[src/hw/rtl/usbdr_pkg.sv]
// Shared types, constants and descriptor tables of the USB descriptor request responder.
// Used by the front classifier, the command queue and the back reply streamer.
`default_nettype none

package usbdr_pkg;

   // Reply status codes.
   localparam logic [1:0] ST_DATA  = 2'd0;
   localparam logic [1:0] ST_STALL = 2'd1;
   localparam logic [1:0] ST_ACK   = 2'd2;

   // Request codes and descriptor types.
   localparam logic [7:0] REQ_GET_DESCRIPTOR    = 8'd6;
   localparam logic [7:0] REQ_GET_CONFIGURATION = 8'd8;
   localparam logic [7:0] REQ_GET_INTERFACE     = 8'd10;
   localparam logic [7:0] DT_DEVICE             = 8'd1;
   localparam logic [7:0] DT_CONFIG             = 8'd2;
   localparam logic [7:0] DT_STRING             = 8'd3;
   localparam logic [7:0] DT_QUALIFIER          = 8'd6;
   localparam logic [7:0] DT_OTHER_SPEED        = 8'd7;
   localparam logic [15:0] LANG_EN_US           = 16'h0409;
   localparam logic [7:0] NUM_STRINGS           = 8'd5;

   // Configuration register indexes.
   localparam logic [7:0] CSR_VENDOR_ID  = 8'd0;
   localparam logic [7:0] CSR_PRODUCT_ID = 8'd1;

   // Full reply lengths.
   localparam logic [5:0] LEN_DEVICE = 6'd18;
   localparam logic [5:0] LEN_CONFIG = 6'd32;
   localparam logic [5:0] LEN_STR0   = 6'd4;
   localparam logic [5:0] LEN_ONE    = 6'd1;

   // Source of the reply bytes.
   typedef enum logic [3:0] {
      SRC_NONE,
      SRC_DEVICE,
      SRC_CONFIG,
      SRC_STR0,
      SRC_STR1,
      SRC_STR2,
      SRC_STR3,
      SRC_STR4,
      SRC_ONE
   } src_type;

   // One classified request as it travels from front to back.
   typedef struct packed {
      src_type    src;
      logic [1:0] status;
      logic [5:0] len;
   } cmd_type;

   // Configuration bundle: configuration, interface and two interrupt endpoints.
   localparam logic [7:0] CFG_ROM [32] = '{
      8'h09, 8'h02, 8'h20, 8'h00, 8'h01, 8'h01, 8'h04, 8'hC0, 8'h01,
      8'h09, 8'h04, 8'h00, 8'h00, 8'h02, 8'hFF, 8'h00, 8'h00, 8'h04,
      8'h07, 8'h05, 8'h81, 8'h03, 8'h40, 8'h00, 8'h0A,
      8'h07, 8'h05, 8'h01, 8'h03, 8'h40, 8'h00, 8'h0A
   };

   // String texts, left aligned in twelve characters.
   localparam logic [95:0] STR1_TEXT = "Manufacturer";
   localparam logic [95:0] STR2_TEXT = "Product     ";
   localparam logic [95:0] STR3_TEXT = "Serial      ";
   localparam logic [95:0] STR4_TEXT = "Loopback    ";

   // Number of characters in a string descriptor.
   function automatic logic [3:0] str_chars(input src_type src);
      logic [3:0] n;
      unique case (src)
         SRC_STR1: n = 4'd12;
         SRC_STR2: n = 4'd7;
         SRC_STR3: n = 4'd6;
         SRC_STR4: n = 4'd8;
         default:  n = 4'd0;
      endcase
      return n;
   endfunction

   // Character of a string descriptor text.
   function automatic logic [7:0] str_char(input src_type src, input logic [3:0] ci);
      logic [95:0] txt;
      logic [7:0]  c;
      unique case (src)
         SRC_STR1: txt = STR1_TEXT;
         SRC_STR2: txt = STR2_TEXT;
         SRC_STR3: txt = STR3_TEXT;
         default:  txt = STR4_TEXT;
      endcase
      if (ci < 4'd12) begin
         c = txt[8 * (11 - int'(ci)) +: 8];
      end else begin
         c = 8'd0;
      end
      return c;
   endfunction

   // Byte at a position of a reply.
   function automatic logic [7:0] rom_byte(input src_type src, input logic [4:0] pos,
                                           input logic [15:0] vid, input logic [15:0] pid);
      logic [7:0] b;
      b = 8'd0;
      unique case (src)
         SRC_DEVICE: begin
            unique case (pos)
               5'd0:    b = 8'h12;
               5'd1:    b = 8'h01;
               5'd3:    b = 8'h01;
               5'd4:    b = 8'hFF;
               5'd7:    b = 8'h40;
               5'd8:    b = vid[7:0];
               5'd9:    b = vid[15:8];
               5'd10:   b = pid[7:0];
               5'd11:   b = pid[15:8];
               5'd14:   b = 8'h01;
               5'd15:   b = 8'h02;
               5'd16:   b = 8'h03;
               5'd17:   b = 8'h01;
               default: b = 8'h00;
            endcase
         end
         SRC_CONFIG: b = CFG_ROM[pos];
         SRC_STR0: begin
            unique case (pos)
               5'd0:    b = 8'h04;
               5'd1:    b = 8'h03;
               5'd2:    b = LANG_EN_US[7:0];
               5'd3:    b = LANG_EN_US[15:8];
               default: b = 8'h00;
            endcase
         end
         SRC_STR1, SRC_STR2, SRC_STR3, SRC_STR4: begin
            if (pos == 5'd0) begin
               b = {3'd0, str_chars(src), 1'b0} + 8'd2;
            end else if (pos == 5'd1) begin
               b = 8'h03;
            end else if (!pos[0]) begin
               b = str_char(src, pos[4:1] - 4'd1);
            end else begin
               b = 8'h00;
            end
         end
         SRC_ONE:  b = 8'h01;
         default:  b = 8'h00;
      endcase
      return b;
   endfunction

endpackage

`default_nettype wire

[src/hw/rtl/usbdr_front.sv]
// Front end of the USB descriptor request responder: classifies one setup packet
// into a reply command. Depends on usbdr_pkg.
`default_nettype none

module usbdr_front
   import usbdr_pkg::*;
(
   input  wire logic [7:0]  request_type,
   input  wire logic [7:0]  request_code,
   input  wire logic [15:0] request_value,
   input  wire logic [15:0] request_index,
   input  wire logic [15:0] request_length,
   output cmd_type          cmd
);

   logic [7:0] dtype;
   logic [7:0] didx;
   src_type    src;
   logic [1:0] status;
   logic [5:0] full_len;
   logic [5:0] cut_len;

   assign dtype = request_value[15:8];
   assign didx  = request_value[7:0];

   // Decode the request into a reply source or a single status item.
   always_comb begin
      src      = SRC_NONE;
      status   = ST_ACK;
      full_len = 6'd0;
      if (!request_type[7]) begin
         status = ST_ACK;
      end else if (request_code == REQ_GET_DESCRIPTOR) begin
         if (dtype == DT_DEVICE) begin
            src      = SRC_DEVICE;
            status   = ST_DATA;
            full_len = LEN_DEVICE;
         end else if (dtype == DT_CONFIG) begin
            if (didx != 8'd0) begin
               status = ST_STALL;
            end else begin
               src      = SRC_CONFIG;
               status   = ST_DATA;
               full_len = LEN_CONFIG;
            end
         end else if (dtype == DT_STRING) begin
            if (didx != 8'd0 && request_index != LANG_EN_US) begin
               status = ST_STALL;
            end else if (didx >= NUM_STRINGS) begin
               status = ST_STALL;
            end else begin
               status = ST_DATA;
               src    = src_type'(4'(SRC_STR0) + didx[3:0]);
               if (didx == 8'd0) begin
                  full_len = LEN_STR0;
               end else begin
                  full_len = {1'b0, str_chars(src), 1'b0} + 6'd2;
               end
            end
         end else if (dtype == DT_QUALIFIER || dtype == DT_OTHER_SPEED) begin
            status = ST_STALL;
         end else begin
            status = ST_ACK;
         end
      end else if (request_code == REQ_GET_CONFIGURATION ||
                   request_code == REQ_GET_INTERFACE) begin
         src      = SRC_ONE;
         status   = ST_DATA;
         full_len = LEN_ONE;
      end else begin
         status = ST_ACK;
      end
   end

   // Cut the reply to the host's length; an empty reply becomes an acknowledge.
   assign cut_len = (request_length < {10'd0, full_len}) ? request_length[5:0] : full_len;

   always_comb begin
      cmd.src    = src;
      cmd.status = status;
      cmd.len    = 6'd1;
      if (status == ST_DATA) begin
         if (cut_len == 6'd0) begin
            cmd.src    = SRC_NONE;
            cmd.status = ST_ACK;
         end else begin
            cmd.len = cut_len;
         end
      end
   end

endmodule

`default_nettype wire

[src/hw/rtl/usbdr_queue.sv]
// Short command queue between the front classifier and the back reply streamer.
// Depends on usbdr_pkg for the command type.
`default_nettype none

module usbdr_queue
   import usbdr_pkg::*;
#(
   parameter int DEPTH = 2
) (
   input  wire logic    clock,
   input  wire logic    reset,
   input  wire logic    push,
   input  wire cmd_type push_cmd,
   input  wire logic    pop,
   output cmd_type      head_cmd,
   output logic         not_empty,
   output logic         full
);

   localparam int PTR_W = (DEPTH > 1) ? $clog2(DEPTH) : 1;
   localparam int CNT_W = $clog2(DEPTH + 1);

   cmd_type            entry_ff [DEPTH];
   logic [PTR_W-1:0]   wr_ptr_ff, wr_ptr_in;
   logic [PTR_W-1:0]   rd_ptr_ff, rd_ptr_in;
   logic [CNT_W-1:0]   count_ff, count_in;

   assign not_empty = (count_ff != '0);
   assign full      = (count_ff == CNT_W'(DEPTH));
   assign head_cmd  = entry_ff[rd_ptr_ff];

   // Pointer and fill count update.
   always_comb begin
      wr_ptr_in = wr_ptr_ff;
      rd_ptr_in = rd_ptr_ff;
      count_in  = count_ff;
      if (push) begin
         wr_ptr_in = (wr_ptr_ff == PTR_W'(DEPTH - 1)) ? '0 : wr_ptr_ff + 1'b1;
      end
      if (pop) begin
         rd_ptr_in = (rd_ptr_ff == PTR_W'(DEPTH - 1)) ? '0 : rd_ptr_ff + 1'b1;
      end
      if (push && !pop) begin
         count_in = count_ff + 1'b1;
      end else if (pop && !push) begin
         count_in = count_ff - 1'b1;
      end
   end

   always_ff @(posedge clock) begin
      if (reset) begin
         wr_ptr_ff <= '0;
         rd_ptr_ff <= '0;
         count_ff  <= '0;
      end else begin
         wr_ptr_ff <= wr_ptr_in;
         rd_ptr_ff <= rd_ptr_in;
         count_ff  <= count_in;
      end
   end

   // Entry storage, no reset needed.
   always_ff @(posedge clock) begin
      if (push) begin
         entry_ff[wr_ptr_ff] <= push_cmd;
      end
   end

   a_no_overflow: assert property (@(posedge clock) disable iff (reset)
      push |-> (!full || pop))
      else $error("command queue written while full");

   a_no_underflow: assert property (@(posedge clock) disable iff (reset)
      pop |-> not_empty)
      else $error("command queue read while empty");

   a_count_step: assert property (@(posedge clock) disable iff (reset)
      (push && !pop) |=> (count_ff == $past(count_ff) + 1'b1))
      else $error("command queue count did not advance on a push");

endmodule

`default_nettype wire

[src/hw/rtl/usbdr_back.sv]
// Back end of the USB descriptor request responder: streams reply bytes of one
// command per cycle from the descriptor tables. Depends on usbdr_pkg.
`default_nettype none

module usbdr_back
   import usbdr_pkg::*;
(
   input  wire logic        clock,
   input  wire logic        reset,
   input  wire cmd_type     head_cmd,
   input  wire logic        not_empty,
   output logic             pop,
   input  wire logic [15:0] vendor_id,
   input  wire logic [15:0] product_id,
   output logic             rsp_valid,
   output logic [1:0]       rsp_status,
   output logic [7:0]       rsp_data_byte,
   output logic             rsp_last_byte
);

   typedef enum logic [1:0] {
      IDLE = 2'b01,
      RUN  = 2'b10
   } state_type;

   state_type  state_ff, state_in;
   cmd_type    cmd_ff, cmd_in;
   logic [4:0] pos_ff, pos_in;
   logic       rsp_valid_ff, rsp_valid_in;
   logic [1:0] rsp_status_ff, rsp_status_in;
   logic [7:0] rsp_data_ff, rsp_data_in;
   logic       rsp_last_ff, rsp_last_in;
   logic       last_now;

   // The final item of the current command is formed this cycle and registered to the outputs.
   assign last_now = (state_ff == RUN) && (({1'b0, pos_ff} + 6'd1) == cmd_ff.len);
   assign pop      = not_empty && ((state_ff == IDLE) || last_now);

   // Sequencer: load a command, then step through its bytes.
   always_comb begin
      state_in = state_ff;
      cmd_in   = cmd_ff;
      pos_in   = pos_ff;
      if (pop) begin
         state_in = RUN;
         cmd_in   = head_cmd;
         pos_in   = 5'd0;
      end else if (last_now) begin
         state_in = IDLE;
      end else if (state_ff == RUN) begin
         pos_in = pos_ff + 5'd1;
      end
   end

   // Result item for the current position.
   always_comb begin
      rsp_valid_in  = (state_ff == RUN);
      rsp_status_in = cmd_ff.status;
      rsp_last_in   = last_now;
      rsp_data_in   = 8'd0;
      if (cmd_ff.status == ST_DATA) begin
         rsp_data_in = rom_byte(cmd_ff.src, pos_ff, vendor_id, product_id);
      end
   end

   always_ff @(posedge clock) begin
      if (reset) begin
         state_ff     <= IDLE;
         rsp_valid_ff <= 1'b0;
      end else begin
         state_ff     <= state_in;
         rsp_valid_ff <= rsp_valid_in;
      end
   end

   always_ff @(posedge clock) begin
      cmd_ff        <= cmd_in;
      pos_ff        <= pos_in;
      rsp_status_ff <= rsp_status_in;
      rsp_data_ff   <= rsp_data_in;
      rsp_last_ff   <= rsp_last_in;
   end

   assign rsp_valid     = rsp_valid_ff;
   assign rsp_status    = rsp_status_ff;
   assign rsp_data_byte = rsp_data_ff;
   assign rsp_last_byte = rsp_last_ff;

   a_single_is_last: assert property (@(posedge clock) disable iff (reset)
      (rsp_valid && rsp_status != ST_DATA) |-> rsp_last_byte)
      else $error("stall or acknowledge result without last flag");

   a_run_gives_result: assert property (@(posedge clock) disable iff (reset)
      (state_ff == RUN) |=> rsp_valid)
      else $error("running sequencer produced no result");

   a_idle_no_result: assert property (@(posedge clock) disable iff (reset)
      (state_ff == IDLE) |=> !rsp_valid)
      else $error("result produced while sequencer idle");

   a_pos_in_range: assert property (@(posedge clock) disable iff (reset)
      (state_ff == RUN) |-> (({1'b0, pos_ff}) < cmd_ff.len))
      else $error("reply position beyond command length");

endmodule

`default_nettype wire

[src/hw/rtl/usb_descriptor_request_responder.sv]
// Top level of the USB descriptor request responder: configuration registers,
// front classifier, command queue and back reply streamer. Depends on usbdr_pkg.
//
// Usage:
//   A setup packet is presented on the req_ ports and taken at a clock edge where
//   start is high and busy is low. busy is high while the command queue is full.
//   Replies leave on the rsp_ ports, one result per cycle marked by rsp_valid;
//   rsp_last_byte marks the final result of a request. The receiver cannot hold
//   results off, so every rsp_valid cycle is a completed transaction.
//   A data reply gives one result per byte (at most 32); a stall or acknowledge
//   gives a single result.
// Flow and throughput:
//   When the streamer is free, an accepted request is written into the command queue,
//   loaded into the streamer's command register, and its first result is then
//   registered onto the rsp_ ports. The streamer loads the next queued command in
//   the cycle in which it forms the last result of a request, so replies follow
//   each other without gaps. The one-byte-per-cycle streamer sets the rate.
// Reset:
//   reset is synchronous and active high. It empties the queue, stops the streamer
//   and sets vendor_id and product_id to 0xFFFF. Registers are written over the
//   csr_ port, which is always ready; writes are meant for idle periods only.
`default_nettype none

module usb_descriptor_request_responder
   import usbdr_pkg::*;
#(
   parameter int QUEUE_DEPTH = 2
) (
   input  wire logic        clock,
   input  wire logic        reset,
   input  wire logic        start,
   output logic             busy,
   input  wire logic [7:0]  req_request_type,
   input  wire logic [7:0]  req_request_code,
   input  wire logic [15:0] req_request_value,
   input  wire logic [15:0] req_request_index,
   input  wire logic [15:0] req_request_length,
   output logic             rsp_valid,
   output logic [1:0]       rsp_status,
   output logic [7:0]       rsp_data_byte,
   output logic             rsp_last_byte,
   input  wire logic        csr_valid,
   output logic             csr_ready,
   input  wire logic [7:0]  csr_index,
   input  wire logic [15:0] csr_data
);

   logic [15:0] vendor_id_ff, vendor_id_in;
   logic [15:0] product_id_ff, product_id_in;
   cmd_type     front_cmd;
   cmd_type     head_cmd;
   logic        accept;
   logic        pop;
   logic        not_empty;
   logic        full;

   // Configuration registers.
   assign csr_ready = 1'b1;

   always_comb begin
      vendor_id_in  = vendor_id_ff;
      product_id_in = product_id_ff;
      if (csr_valid && csr_ready) begin
         if (csr_index == CSR_VENDOR_ID) begin
            vendor_id_in = csr_data;
         end else if (csr_index == CSR_PRODUCT_ID) begin
            product_id_in = csr_data;
         end
      end
   end

   always_ff @(posedge clock) begin
      if (reset) begin
         vendor_id_ff  <= 16'hFFFF;
         product_id_ff <= 16'hFFFF;
      end else begin
         vendor_id_ff  <= vendor_id_in;
         product_id_ff <= product_id_in;
      end
   end

   // Request acceptance.
   assign busy   = full;
   assign accept = start && !busy;

   usbdr_front u_front (
      .request_type   (req_request_type),
      .request_code   (req_request_code),
      .request_value  (req_request_value),
      .request_index  (req_request_index),
      .request_length (req_request_length),
      .cmd            (front_cmd)
   );

   usbdr_queue #(
      .DEPTH (QUEUE_DEPTH)
   ) u_queue (
      .clock     (clock),
      .reset     (reset),
      .push      (accept),
      .push_cmd  (front_cmd),
      .pop       (pop),
      .head_cmd  (head_cmd),
      .not_empty (not_empty),
      .full      (full)
   );

   usbdr_back u_back (
      .clock         (clock),
      .reset         (reset),
      .head_cmd      (head_cmd),
      .not_empty     (not_empty),
      .pop           (pop),
      .vendor_id     (vendor_id_ff),
      .product_id    (product_id_ff),
      .rsp_valid     (rsp_valid),
      .rsp_status    (rsp_status),
      .rsp_data_byte (rsp_data_byte),
      .rsp_last_byte (rsp_last_byte)
   );

endmodule

`default_nettype wire

[config.mk]
export PLATFORM = sky130hd
export DESIGN_NAME = usb_descriptor_request_responder
export DESIGN_NICKNAME = d
export VERILOG_FILES = /design/src/hw/rtl/usbdr_pkg.sv /design/src/hw/rtl/usbdr_front.sv /design/src/hw/rtl/usbdr_queue.sv /design/src/hw/rtl/usbdr_back.sv /design/src/hw/rtl/usb_descriptor_request_responder.sv
export SDC_FILE = /design/constraint.sdc
export NUM_CORES = 1
export LEC_CHECK = 0
export ABC_AREA = 1
export BUFFER_PORTS_ARGS = -buffer_cell sky130_fd_sc_hd__buf_2
export CAP_MARGIN = 15
export CELL_PAD_IN_SITES_DETAIL_PLACEMENT = 0
export CELL_PAD_IN_SITES_GLOBAL_PLACEMENT = 1
export CORE_AREA = 2 2 124 114
export CTS_CLUSTER_DIAMETER = 60
export CTS_CLUSTER_SIZE = 24
export DETAILED_ROUTE_END_ITERATION = 7
export DIE_AREA = 0 0 126 116
export GPL_TIMING_DRIVEN = 0
export PLACE_DENSITY = 0.9
export SKIP_CTS_REPAIR_TIMING = 1
export SYNTH_ARGS = -nofsm -noshare
export SYNTH_HDL_FRONTEND = slang
export SYNTH_SLANG_ARGS = --single-unit
export TNS_END_PERCENT = 5
[constraint.sdc]
create_clock -name clock -period 8.6 [get_ports clock]
set_input_delay 1.72 -clock clock [delete_from_list [all_inputs] [get_ports clock]]
set_output_delay 1.72 -clock clock [all_outputs]
set_load 0.02 [all_outputs]
Word level (Yosys, flattened, before mapping):

Memories as Yosys holds them, arrays and structs flattened. A register that Yosys moved wholly into a read port is not among the register bits.
Index checks and enable logic that the tools add are counted.

* flip-flop bits (word level): 55
* word-level logic and storage cells: 168
* ROM bits: 256
* bits of input ports: 92
* memories kept: 2
* RAM bits: 24

Memories
* (name not given): depth 32, width 8, read ports 1, clocked after Yosys merged registers in 0, wr ports 0, line usbdr_pkg.sv:123 `SRC_CONFIG: b = CFG_ROM[pos];`
* u_queue.entry_ff: depth 2, width 12, read ports 1, clocked after Yosys merged registers in 1, wr ports 1, line usbdr_queue.sv:23 `cmd_type entry_ff [DEPTH];`

* reductions and logical operators: 28
* $lt $le $gt $ge: 4
* bitwise logic cells: 3
* mux-type cells: 69
* $add $sub $neg: 11
* equal/unequal tests: 39
* shift operators: 1

Operator list (count)
* $mux 96: 5
* $pmux 93 s3: 1
* $shiftx 96x32->8: 1
* $pmux 8 s10: 1
* $mux 4: 19
* $mux 6: 12
* $mux 8: 6
* $pmux 8 s5: 1
* $eq 4x3->1 const B: 8
* $pmux 4 s4: 2
* $eq 5x4->1 const B: 6
* $mux 2: 13
* $eq 8x3->1 const B: 3
* $eq 8x1->1 const B: 2
* $eq 8x2->1 const B: 2
* $eq 8x4->1 const B: 2
* $logic_not 8->1: 2
* $lt 16x6->1: 1
* $ne 16x11->1 const B: 1
* $add 5x2->6 const B: 2
* $mux 12: 1
* $pmux 4 s3: 1
* $eq 5x2->1 const B: 2
* $eq 5x3->1 const B: 2
* other kinds (34): 59

Depth between registers and ports, before layout:

* depth in word-level cells: 25
* gate-level depth with buffers: 28
* mapped depth without buffers: 28

Modules after synthesis:

A second synthesis with hierarchy kept.

* cells, all modules: 886
* area total of the unflattened synthesis: 6303.5 um2

Modules (own cells, without submodules)
* usbdr_back: seq. area each 740.7 um2, times used 1, cells an instance 419, area each 2675.1 um2
* usb_descriptor_request_responder: seq. area each 640.6 um2, times used 1, cells an instance 166, area each 1307.5 um2
* usbdr_front: seq. area each 0.0 um2, times used 1, cells an instance 231, area each 1187.4 um2
* usbdr_queue: seq. area each 820.8 um2, times used 1, cells an instance 70, area each 1133.6 um2

Worst setup path after synthesis:

OpenSTA, ideal clock, no wires.

* path kind: input-to-reg
* from: in req_request_value[0]
* to: mem u_queue.entry_ff[0][10] in the netlist's numbering (data pin)
* slack: 3.766 ns
* path buffers: 0
* required time: 8.344 ns
* stages on the path: 24
* data arrival time: 4.578 ns
* path through: inv_1 -> ha_1 -> xnor2_1 -> nand2_1 -> inv_1 -> nand2_1 -> inv_1 -> ha_1 -> inv_1 -> nor2_1 -> nand3_1 -> a21oi_1 -> inv_1 -> ha_1 -> nand2_1 -> inv_1 -> nor4_4 -> nand2_4 -> nand2_1 -> nand2_1 -> nor2_2 -> nand3_2 -> nor2_4 -> nor2_1

RTL lines
* start: declaration: line usb_descriptor_request_responder.sv:35 `input wire logic [15:0] req_request_value,`
* end: declaration: line usbdr_queue.sv:23

==> results by group <==
GRT
  • Total GRT Usage: 19.7%
  • First-pass GRT wire length: 23600 um
  • Pin count of the biggest net entering global routing: 16
  • Initial antenna violation count: 0
  • Vias in the first global route: 5122
  • GRT overflow: 0

Timing
  • WHS: 0.366 ns
  • Final setup violation count: 0
  • RSZ-0062 raised after global routing: no
  • Count of final hold-check violations: 0
  • Slew Viols, Final: 0
  • Tmin final: 5.16 ns
  • Max_slew headroom: 35.3%
  • Final TNS setup: 0 ns
  • F_max: 194 MHz
  • Final period util: 60.1%
  • Skew final: 0.00711 ns
  • PnR worst setup slack: 3.44 ns
  • Worst slew pin tran: 0.967 ns

Worst setup path
  • WP data required: 8.69 ns
  • Crit end category: flip-flop
  • Worst Reg-to-Reg Cells: 17
  • Largest fanout on the critical path: 7
  • Startpoint Class: input pin
  • Critical path class: in -> reg
  • Worst EP arrival: 5.25 ns

Floorplan
  • Io pins: 106
  • Die Wd: 126 um
  • Die area: 14600 um^2
  • Die Ht: 116 um
  • Rows: 40
  • Initial core utilization: 42.7%
  • Core area: 13200 um^2

Logic synthesis
  • Syn Area/Cell: 7.15 um^2
  • Synth Cell Area: 5640 um^2
  • Asr flop ratio synth: 0%
  • Post-synth EDFFs: 36
  • Syn. warnings: 0
  • Post-synth net total: 903
  • Register area share after synthesis: 38.7%
  • Ys flop type: dfxtp_1
  • #FFs+latches synth: 91
  • Mapped Cells: 788
  • Post-synth cell types: 43

CTS
  • Max Root-Sink Buffers: 2
  • Root Driver: clkbuf_16
  • Num CTS Buffers: 9
  • H-tree depth: 3
  • Clock Sinks: 91
  • Clk slew on worst S/H paths: 0.06 ns
  • CTS tree: yes
  • Worst skew pair latency: 0.34 ns

Route
  • Vias: 5442
  • Remaining DRCs: 0
  • Routed wire length: 13700 um
  • WL/cell: 12.9 um
  • Routed Antenna Nets: 0
  • Vias per cell: 5.09
  • Initial DRC Count: 356
  • DR pass1 iterations: 5

Pwr
  • PwrDens: 208 nW/um^2
  • Leakage: 3.15 nW
  • Total Power: 1.38 mW
  • Peak VDD IR: 0.119 mV

Finish
  • P&R area growth vs syn: 17.5%
  • Fin area: 6630 um^2
  • Final Core Density: 50.1%
  • Post-Layout Cell Count: 1069
  • N_diodes: 0
  • Fraction of layout cells with a size suffix above 1: 15.8%
  • # nets final: 1011

Placement
  • Placed cells: 1053
  • Placed Instance Area: 6330 um^2
  • Hpwl dp: 10600 um
  • Port bufs: 97
  • Global placer's final weighted congestion: 0.899
  • Place WS: 3.03 ns

Min path
  • Hold Path Depth: 0
  • HP Class: reg -> reg

Flow run
  • Max_cap viols: 0

Status
  • Status: complete, no violations
state kept, by name, summed over array words and instances, names as in the netlist:
register	flops
u_back.state_ff	2
u_back.rsp_data_byte	8
u_back.rsp_status_in	2
u_back.pos_ff	5
u_back.rsp_status	2
u_back.rsp_valid	1
u_back.cmd_ff	10
u_queue.wr_ptr_ff	1
u_back.rsp_last_byte	1
product_id_ff	16
vendor_id_ff	16
u_queue.count_ff	2
u_queue.entry_ff	24
u_queue.rd_ptr_ff	1
worst max-delay path: stages:
cell and delay (ns):
buf_2 0.14, inv_1 0.10, ha_1 0.23, xnor2_1 0.38
nand2_1 0.15, inv_1 0.07, nand2_1 0.06, inv_1 0.06
ha_1 0.12, inv_1 0.04, nor2_1 0.13, nand3_1 0.10
a21oi_1 0.23, inv_1 0.08, ha_1 0.29, nand2_1 0.08
inv_1 0.06, nor4_4 0.49, nand2_4 0.12, nand2_1 0.10
nand2_1 0.05, nor2_1 0.13, nand3_2 0.12, nor2_4 0.13
nor2_1 0.08
layout by cell type, fill, tap and decap left out, types with 2 or more instances in the layout:
| cell type | count |
|---|---|
| nand2_1 | 208 |
| inv_1 | 108 |
| buf_2 | 103 |
| nor2_1 | 87 |
| dfxtp_1 | 55 |
| nand3_1 | 50 |
| edfxtp_1 | 36 |
| a21oi_1 | 35 |
| o211ai_1 | 35 |
| o21ai_0 | 33 |
| ha_1 | 23 |
| clkbuf_1 | 15 |
| nor3_1 | 15 |
| nand4_1 | 13 |
| clkbuf_16 | 9 |
| a31oi_1 | 8 |
| xor2_1 | 6 |
| nor2_2 | 5 |
| a221oi_1 | 5 |
| xnor2_1 | 4 |
| nor2_4 | 4 |
| or2_2 | 4 |
| o22ai_1 | 4 |
| o21ai_1 | 3 |
| nand2_4 | 3 |
| o31ai_1 | 3 |
| clkinv_1 | 3 |
| nor4_1 | 2 |
| o221ai_1 | 2 |
| clkinvlp_4 | 2 |
kinds of logic (layout without fill, tap and decap cells):
logic type      Yosys count  count (layout)  share of synthesized area (%)
compound gates          133             133                           14.6
xor+xnor                 10              10                           1.55
fa+ha+maj                23              23                           5.10
buf+inv                 131             244                           8.92
flops                    91              91                           38.7
mux                       1               1                          0.200
other cells               1               1                         0.0665
simple gates            398             398                           30.9
worst paths after layout:
kind | slack, ns | end | startpoint
worst min-delay path | 0.37 | u_back.rsp_status[1] | u_back.rsp_status_in[1]
worst min register to register | 0.37 | u_back.rsp_status[1] | u_back.rsp_status_in[1]
worst max-delay path | 3.44 | u_queue.entry_ff[0][11] | req_request_value[0]
worst max register to register | 5.07 | u_back.rsp_data_byte[4] | u_back.pos_ff[1]
where the power goes:
group | leakage (nW) | total, mW | internal, mW | switching, mW
clock network | 0.133 | 0.384 | 0.223 | 0.161
logic | 2.24 | 0.420 | 0.135 | 0.285
registers | 0.776 | 0.571 | 0.533 | 0.0380
total | 3.15 | 1.38 | 0.891 | 0.484
cell usage after synthesis, types with 2 or more instances:
master,instances,area (um^2)
nor4_1,2,12.5
nand2_4,3,33.8
buf_2,6,30.0
a221oi_1,5,43.8
inv_1,108,405
o21ai_0,33,165
a31oi_1,8,50.1
a21oi_1,35,175
nor2_4,4,45.0
o211ai_1,35,263
xnor2_1,4,35.0
o22ai_1,4,25.0
nor2_2,5,31.3
dfxtp_1,55,1100
o31ai_1,3,22.5
o21ai_1,3,15.0
or2_2,4,25.0
nand2_1,208,781
nand3_1,50,250
xor2_1,6,52.6
nand4_1,13,81.3
clkbuf_1,15,56.3
nor3_1,15,75.1
o221ai_1,2,17.5
ha_1,23,288
nor2_1,87,327
edfxtp_1,36,1080
area by class of cell:
type	count	area, um^2
fill	1381	6590
multi-input combinational	566	2950
sequential	91	2180
timing repair buffer	97	485
inverter	109	409
clock buffer	9	225
tap	168	210
buffer	22	93.8
clock inverter	7	66.3
routing by layer:
layer	track usage, %	wire, um	vias to the layer above
met4	6.37	219	0
li1	-	-	2830
met2	34.3	6410	194
met3	2.77	844	17
met1	25.6	6270	2401
met5	0	0	-
No activity file was read; power rests on OpenSTA's default activity.
